==> config.mk <==
export PLATFORM = sky130hd
export DESIGN_NAME = tfc_frame
export DESIGN_NICKNAME = d
export VERILOG_FILES = /design/src/hdl/tfc_pkg.sv /design/src/hdl/tfc_crc8.sv /design/src/hdl/tfc_frame.sv
export VERILOG_INCLUDE_DIRS = /design/src /design/src/hdl
export SDC_FILE = /design/constraint.sdc
export NUM_CORES = 1
export LEC_CHECK = 0
export ABC_AREA = 1
export BUFFER_PORTS_ARGS = -buffer_cell sky130_fd_sc_hd__buf_4
export CAP_MARGIN = 20
export CELL_PAD_IN_SITES_DETAIL_PLACEMENT = 1
export CELL_PAD_IN_SITES_GLOBAL_PLACEMENT = 1
export CORE_UTILIZATION = 42
export CTS_CLUSTER_SIZE = 25
export DETAILED_ROUTE_END_ITERATION = 6
export PLACE_DENSITY = 0.89
export SLEW_MARGIN = 25
export SYNTH_ARGS = -nofsm -noshare
export SYNTH_HDL_FRONTEND = slang
export SYNTH_SLANG_ARGS = --single-unit
==> constraint.sdc <==
create_clock -name i_clk -period 5.4 [get_ports i_clk]
set_input_delay 1.35 -clock i_clk [delete_from_list [all_inputs] [get_ports i_clk]]
set_output_delay 1.35 -clock i_clk [all_outputs]
set_load 0.03 [all_outputs]
==> src/hdl/temperature_frame_checker_macros.svh <==
// Assertion helpers shared by the frame checker modules.
`ifndef TEMPERATURE_FRAME_CHECKER_MACROS_SVH
`define TEMPERATURE_FRAME_CHECKER_MACROS_SVH

// Checked at every rising edge, including the edges while reset is held.
`define TFC_ASSERT(lbl, clk, prop, msg) \
    lbl: assert property (@(posedge clk) prop) else $error(msg);

// Checked only while reset is released.
`define TFC_ASSERT_RST(lbl, clk, rst_n, prop, msg) \
    lbl: assert property (@(posedge clk) disable iff (!rst_n) prop) else $error(msg);

`endif

==> src/hdl/tfc_pkg.sv <==
package tfc_pkg;

    localparam int unsigned BYTE_W  = 8;
    localparam int unsigned TEMP_W  = 16;
    localparam logic [7:0]  CRC_POLY_REFL = 8'h8C;
    localparam logic [15:0] POWER_ON_RAW  = 16'h0550;

    typedef enum logic [1:0] {
        ST_OK      = 2'd0,
        ST_NODEV   = 2'd1,
        ST_CRC     = 2'd2,
        ST_POWERON = 2'd3
    } t_status;

    typedef struct packed {
        logic [BYTE_W-1:0] rx_byte;
        logic              link_ok;
    } t_in_item;

    typedef struct packed {
        logic signed [TEMP_W-1:0] temp_q4;
        t_status                  frame_status;
    } t_out_item;

endpackage

==> src/hdl/tfc_crc8.sv <==
module tfc_crc8 (
    input  logic [7:0] i_crc,
    input  logic [7:0] i_data,
    output logic [7:0] o_crc
);

    // Reflected 1-Wire CRC, one data bit per step, LSB first.
    always_comb begin
        logic [7:0] crc;
        logic [7:0] data;
        crc  = i_crc;
        data = i_data;
        for (int k = 0; k < 8; k++) begin
            if (crc[0] ^ data[0]) begin
                crc = (crc >> 1) ^ tfc_pkg::CRC_POLY_REFL;
            end else begin
                crc = crc >> 1;
            end
            data = data >> 1;
        end
        o_crc = crc;
    end

endmodule

==> src/hdl/tfc_frame.sv <==
`include "temperature_frame_checker_macros.svh"

module tfc_frame #(
    parameter int unsigned FRAME_BYTES = 9
) (
    input  logic                i_clk,
    input  logic                i_rst_n,
    input  logic                i_step,
    input  tfc_pkg::t_in_item   i_item,
    output logic                o_has_result,
    output tfc_pkg::t_out_item  o_result
);

    localparam int unsigned IDX_W = $clog2(FRAME_BYTES);

    logic [IDX_W-1:0] r_idx, n_idx;
    logic [7:0]       r_crc, n_crc;
    logic [7:0]       r_lo, n_lo;
    logic [7:0]       r_hi, n_hi;
    logic [7:0]       crc_upd;
    logic             last;
    logic [15:0]      raw;

    tfc_crc8 u_crc8 (
        .i_crc  (r_crc),
        .i_data (i_item.rx_byte),
        .o_crc  (crc_upd)
    );

    assign last = ({1'b0, r_idx} + (IDX_W+1)'(1)) >= (IDX_W+1)'(FRAME_BYTES);
    assign o_has_result = !i_item.link_ok || last;

    // The temperature word is taken from the byte arriving now when the
    // frame is so short that the high byte lands on the last position.
    always_comb begin
        n_lo = r_lo;
        n_hi = r_hi;
        if (r_idx == IDX_W'(0)) begin
            n_lo = i_item.rx_byte;
        end else if (r_idx == IDX_W'(1)) begin
            n_hi = i_item.rx_byte;
        end
        raw = {n_hi, n_lo};

        o_result.temp_q4      = '0;
        o_result.frame_status = tfc_pkg::ST_OK;
        priority if (!i_item.link_ok) begin
            o_result.frame_status = tfc_pkg::ST_NODEV;
        end else if (crc_upd != 8'h00) begin
            o_result.frame_status = tfc_pkg::ST_CRC;
        end else if (raw == tfc_pkg::POWER_ON_RAW) begin
            o_result.frame_status = tfc_pkg::ST_POWERON;
        end else begin
            o_result.temp_q4 = signed'(raw);
        end

        if (o_has_result) begin
            n_idx = '0;
            n_crc = '0;
            n_lo  = '0;
            n_hi  = '0;
        end else begin
            n_idx = r_idx + IDX_W'(1);
            n_crc = crc_upd;
        end
    end

    always_ff @(posedge i_clk) begin
        if (!i_rst_n) begin
            r_idx <= '0;
            r_crc <= '0;
            r_lo  <= '0;
            r_hi  <= '0;
        end else if (i_step) begin
            r_idx <= n_idx;
            r_crc <= n_crc;
            r_lo  <= n_lo;
            r_hi  <= n_hi;
        end
    end

    `TFC_ASSERT_RST(a_idx_in_frame, i_clk, i_rst_n, ({1'b0, r_idx} < (IDX_W+1)'(FRAME_BYTES)), "byte index ran past the frame")
    `TFC_ASSERT_RST(a_abort_clears, i_clk, i_rst_n, (i_step && !i_item.link_ok |=> r_idx == '0 && r_crc == 8'h00), "link loss did not clear the frame")

endmodule

==> flow_summary_export.csv, run 1 <==
group,metric,value,unit
global_routing,grt_start_max_net_pins,28,
detailed_routing,vias,1993,
global_routing,met3_global_route_usage,3.20,%
synthesis,synth_nets,322,
global_routing,overall_overflow_remaining_after_global_route,0,
global_routing,antenna_found_initial,0,
die,pin_count,31,
timing,setup_failing_eps_final,0,
cts,clock_tree_from_tritoncts,"yes",
final_layout,synthToLayoutAreaGrowth,15.6,%
setup_path,critical-path-top-cell-by-count,"nand2_1",
synthesis,synth.avg_cell_area,6.23,µm²
cts,numClockSinks,28,
cts,clock_latency,0.29,ns
setup_path,worst_path_dominant_cell_family,"simple AND/OR/NAND/NOR gates",
synthesis,async_flop_share,0,%
die,initial_core_util,43.9,%
timing,timing.fmax,224,MHz
die,dieHeight,69.5,µm
setup_path,worstPathCellList,"buf_4, inv_2, nand2_1, nand2_1, nand2_1, nand2_1, nand2_1, nand2_1, nand2_1, nor2_1, nand2_1, nor2_2, nand3_4, nor2_1, buf_4",
setup_path,cp_num_buf_inv,3,
synthesis,synth_flop_cell,"dfxtp_1",
run_status,run_status,"finished clean",
setup_path,critical_path.endpoint_type,"output pin",
cts,depth_of_the_cts_h_tree,1,
timing,fin_setup_tns,0,ns
placement,port-buffer-count,30,
synthesis,synth.ff_latch_count,28,
setup_path,critical-path-slowest-cell,"nand3_4",
setup_path,path_max_fanout,16,
global_routing,first_global_vias,2067,
setup_path,startpoint,"i_item[2]",
global_routing,grt.met1_usage,29.3,%
final_layout,multiInputGateArea,1120,µm²
setup_path,worstPathRequired,4.05,ns
timing,grt_setup_unrepaired,"false",
min_path,hold_path_startpoint,"r_lo[4]",
timing,hold_viol,0,
timing,slew_headroom,44.2,%
synthesis,synth_area_leaders,"dfxtp_1 29%, nand2_1 20%, inv_1 7.9%",
detailed_routing,routed_wirelength,5.51,mm
final_layout,post_layout_nonfiller_instances,384,
synthesis,netlist_top_cells_count,"103 x nand2_1, 40 x inv_1, 28 x dfxtp_1",
power,vdd_drop_max,0.000107,V
cts,clk_pin_slew,0.10,ns
synthesis,synth.distinct_cells,33,
placement,gp_congestion,0.791,
cts,tritoncts.num_buffers,3,
cts,post-cts-setup-buffers,0,
setup_path,timing_worst_setup_path_type,"in -> out",
synthesis,netlist.top_cell.by_area,"dfxtp_1",
synthesis,number_of_warnings_printed_during_yosys_synthesis,0,
synthesis,synthMostInstantiatedCell,"nand2_1",
synthesis,synth.yosys.seq_area_share,29.3,%
die,floorplan.die.width,69.5,µm
final_layout,antenna-diode-count,0,
cts,clock_tree.buffer_depth,2,
cts,post_cts_resized,0,
timing,fin_worst_skew,0.00674,ns
setup_path,startpoint_types,"primary input",
global_routing,grt_util_met2,44.6,%
setup_path,cpPeakStageDelay,0.25,ns
setup_path,arrival,3.12,ns
min_path,hold_path_class,"reg -> reg",
synthesis,syn-instance-count,307,
placement,dp.final_hpwl,4.09,mm
die,total_die_area,4830,µm²
placement,post-place-cells,380,
global_routing,top_usage_layer_grt,"met2",
timing,min_period_over_period,82.7,%
final_layout,sequential_cell_area,561,µm²
synthesis,synth_enable_flop_cells,0,
detailed_routing,detailedRoute.firstIterationViolations,57,
timing,timing_max_transition_violations_final,0,
run,max-cap-violations,0,
die,core.rowCount,24,
detailed_routing,detailed_routing_iterations_pass_1,4,
global_routing,grt_util_all_layers,24.4,%
power,power.density,231,nW/µm²
detailed_routing,routed_wire_length_per_instance,14.3,µm
cts,cts_hold_repair.buffers,0,
die,placeableCoreArea,4350,µm²
final_layout,final_core_utilization,50.8,%
timing,worst_slew_pin_slew,0.833,ns
setup_path,reg2reg_from,"r_idx[0]",
timing,finalWorstPathRequiredPeriod,4.47,ns
final_layout,share_of_layout_cells_above_drive_strength_1,18.7,%
synthesis,synth_top_area_share,29.3,%
power,p_leak,0.996,nW
detailed_routing,drcViolationCount,0,
cts,cts_root_buf,"clkbuf_8",
final_layout,fillerInstances,597,
detailed_routing,viasPerCell,5.19,
detailed_routing,drtAntennaViolNets,0,
synthesis,syn_area,1910,µm²
global_routing,grt_first_pass_wirelength,9.45,mm
final_layout,nNetsFinal,348,
-- through the flow --
| step | worst slack (ns) | hold slack [ns] | power (mW) | instance area, µm² |
|---|---|---|---|---|
| 3_5_place_dp | 0.904 | 0.459 | 0.343 | 2140 |
| 2_1_floorplan | 1.36 | 0.445 | 0.309 | 1910 |
| 5_1_grt | 0.731 | 0.502 | 0.536 | 2210 |
| 6_report | 0.935 | 0.484 | 0.510 | 2210 |
| 4_1_cts | 0.907 | 0.487 | 0.513 | 2210 |
| 3_3_place_gp | 1.02 | 0.453 | 0.339 | 2140 |
-- registers in the layout (all words and copies together) (netlist names) --
signal and cells:
r_crc 8, r_hi 8, r_lo 8, r_idx 4
-- per-layer routing --
| layer | share of wire [%] | up-vias |
|---|---|---|
| met1 | 45 | 952 |
| met2 | 51 | 28 |
| li1 | - | 1006 |
| met4 | 1.4 | 0 |
| met5 | 0 | - |
| met3 | 2.6 | 7 |
-- tightest hold or removal path: cells and delay by family (launching register included) --
family,cells,cell delay (ns)
DFF,1,0.33
and+or+nand+nor,1,0.06
AOI/OAI and AO/OA,1,0.06
-- final timing paths --
path,endpoint,slack [ns],cells past startpoint
hold / removal,r_lo[4],0.48,2
hold reg to reg,r_lo[4],0.48,2
setup reg to reg,r_crc[1],2.66,8
setup / recovery,o_result[17],0.93,15
-- layout make-up --
type                    instances  share of cell area, %
clock buffers                   3                   1.87
clock inverters                 1                   1.36
inverters                      45                   7.64
multi-input cells             225                   50.7
flip-flops and latches         28                   25.4
well taps                      52                   2.94
repair buffers                 30                   10.2
-- report_power, final --
part           switching [mW]  internal, mW  total [mW]  leakage, nW
combinational          0.0810        0.0384       0.119        0.733
sequential            0.00587         0.214       0.220        0.227
clock                  0.0708        0.0995       0.170       0.0357
-- placed cells by master, fill, tap and decap left out --
master / netlist / final
nand2_1: 103 / 103
nand3b_1: 1 / 1
o21a_1: 6 / 6
inv_2: 4 / 4
o21ai_0: 3 / 3
a21oi_2: 3 / 3
nand3_4: 1 / 1
dfxtp_1: 28 / 28
xor2_1: 2 / 2
nor2_1: 26 / 26
clkbuf_8: 0 / 3
buf_4: 0 / 30
nand2_4: 2 / 2
and2_1: 1 / 1
nor2_4: 1 / 1
nand3_1: 17 / 17
ha_1: 3 / 3
o22ai_1: 5 / 5
nand4_1: 4 / 4
a21oi_1: 15 / 15
inv_1: 40 / 40
nor2_2: 12 / 12
nand2_2: 1 / 1
o21ai_2: 3 / 3
or2_2: 1 / 1
bufinv_16: 0 / 1
xnor2_1: 4 / 4
a22oi_1: 2 / 2
o31ai_1: 1 / 1
clkinv_1: 1 / 1
or2_0: 1 / 1
o21ai_1: 7 / 7
-- logic make-up after synthesis --
group	Yosys count	synth area share [%]
DFF	28	29.3
adders and majority gates	3	1.96
and+or+nand+nor	171	39.4
xor gates and xnor gates	6	2.75
AOI/OAI and AO/OA	45	14.5
buffers and inverters	54	12.1
No activity file was read; power rests on OpenSTA's default activity.
==> run 2, diff against run 1 <==
CORE_UTILIZATION = 35   (was 42)
PLACE_DENSITY = 0.79   (was 0.89)
clock period = 3.8 ns   (was 5.4 ns; I/O delays follow)
==> flow_summary_export.csv, run 2 (synthesis results as in run 1) <==
group,metric,value,unit
placement,gp_congestion,0.855,
detailed_routing,viasPerCell,5.02,
setup_path,timing_worst_setup_path_type,"in -> out",
placement,port-buffer-count,30,
cts,cts_root_buf,"clkbuf_8",
global_routing,grt_util_all_layers,19.8,%
final_layout,antenna-diode-count,0,
detailed_routing,drcViolationCount,0,
final_layout,synthToLayoutAreaGrowth,17.8,%
timing,slew_headroom,43.0,%
cts,numClockSinks,28,
setup_path,path_max_fanout,8,
final_layout,layout.cells.most_common_list,"102 x nand2_1, 40 x inv_1, 31 x buf_4",
setup_path,critical_path.endpoint_type,"output pin",
cts,depth_of_the_cts_h_tree,1,
power,p_leak,0.994,nW
global_routing,first_global_vias,1963,
timing,hold_slack,0.475,ns
timing,worst_slew_pin_slew,0.850,ns
run,max-cap-violations,0,
detailed_routing,detailedRoute.firstIterationViolations,97,
global_routing,overall_overflow_remaining_after_global_route,0,
detailed_routing,drtAntennaViolNets,0,
setup_path,startpoint_types,"primary input",
global_routing,grt_first_pass_wirelength,9.16,mm
setup_path,arrival,2.68,ns
timing,fin_worst_skew,0.00550,ns
min_path,hold_path_class,"reg -> reg",
power,vdd_drop_max,0.000130,V
timing,setup_failing_eps_final,0,
cts,tritoncts.num_buffers,3,
die,dieHeight,75.9,µm
placement,placed_cell_area,2170,µm²
timing,fin_setup_tns,0,ns
timing,min_period_over_period,95.5,%
timing,finalWorstPathRequiredPeriod,3.63,ns
final_layout,nNetsFinal,350,
final_layout,share_of_layout_cells_above_drive_strength_1,19.8,%
cts,cts_hold_repair.buffers,0,
final_layout,mostFrequentLayoutCell,"nand2_1",
timing,hold_viol,0,
run_status,run_status,"finished clean",
die,total_die_area,5760,µm²
die,initial_core_util,37.0,%
die,pin_count,31,
final_layout,post_layout_nonfiller_instances,404,
placement,post-place-cells,399,
detailed_routing,detailed_routing_iterations_pass_1,4,
cts,clock_latency,0.28,ns
final_layout,reg.largest.list,"r_crc (8), r_hi (8), r_lo (8)",
timing,grt_setup_unrepaired,"false",
final_layout,post-route-cell-area,2250,µm²
detailed_routing,vias,2030,
detailed_routing,routed_wire_length_per_instance,14.0,µm
global_routing,grt_start_max_net_pins,28,
cts,clock_tree.buffer_depth,2,
die,floorplan.die.width,75.9,µm
die,core.rowCount,26,
die,placeableCoreArea,5170,µm²
cts,clock_tree_from_tritoncts,"yes",
timing,timing.fmax,275,MHz
placement,dp.final_hpwl,4.23,mm
power,power.density,302,nW/µm²
cts,clk_pin_slew,0.10,ns
global_routing,antenna_found_initial,0,
timing,timing_max_transition_violations_final,0,
setup_path,worstPathRequired,2.85,ns
final_layout,final_core_utilization,43.5,%
detailed_routing,routed_wirelength,5.67,mm
run 2: critical path, cell delays in order:
cell	delay, ns
buf_4	0.13
inv_2	0.08
nand2_1	0.07
nand2_1	0.09
nand2_1	0.11
nand2_2	0.10
nand2_1	0.07
nand2_1	0.10
nand2_1	0.09
nor2_1	0.10
nand2_1	0.10
nor2_4	0.19
nand3_4	0.19
nor2_2	0.13
buf_4	0.17
run 2: through the flow:
| step | power (mW) | worst slack (ns) |
|---|---|---|
| final | 0.681 | 0.170 |
| after global routing | 0.722 | 0.00567 |
| after CTS | 0.684 | 0.0827 |
| after detailed placement | 0.491 | 0.0897 |
| after global placement | 0.485 | 0.207 |
| after floorplan | 0.439 | 0.557 |
run 2: final cells by class:
cell class	count	area, µm²
well taps	70	87.6
clock buffers	4	55.1
fillers	708	2920
multi-input cells	226	1150
flip-flops and latches	28	561
repair buffers	31	233
inverters	45	169
run 2: where the power goes:
group	switching, mW	total [mW]	internal (mW)
clock network	0.101	0.194	0.0931
registers	0.00819	0.313	0.305
logic	0.118	0.175	0.0566
run 2: repair_timing:
item,in CTS,in global routing
setup endpoints to repair,0,16
hold endpoints to repair,0,0
gates resized for setup,0,4
setup buffers,0,0
run 2: worst paths after layout:
path / start / end / slack, ns / depth (start not counted)
setup / recovery: i_item[2] / o_result[14] / 0.17 / 15
hold / removal: r_hi[2] / r_hi[2] / 0.47 / 2
setup reg to reg: r_idx[0] / r_crc[7] / 1.04 / 8
hold reg to reg: r_hi[2] / r_hi[2] / 0.47 / 2
run 2: routing by layer:
| layer | track usage (%) | part of all wire [%] | vias up |
|---|---|---|---|
| li1 | - | - | 1015 |
| met1 | 25.6 | 48 | 979 |
| met2 | 34.7 | 48 | 29 |
| met3 | 2.17 | 2.8 | 7 |
| met4 | 5.38 | 1.0 | 0 |
| met5 | 0 | 0 | - |
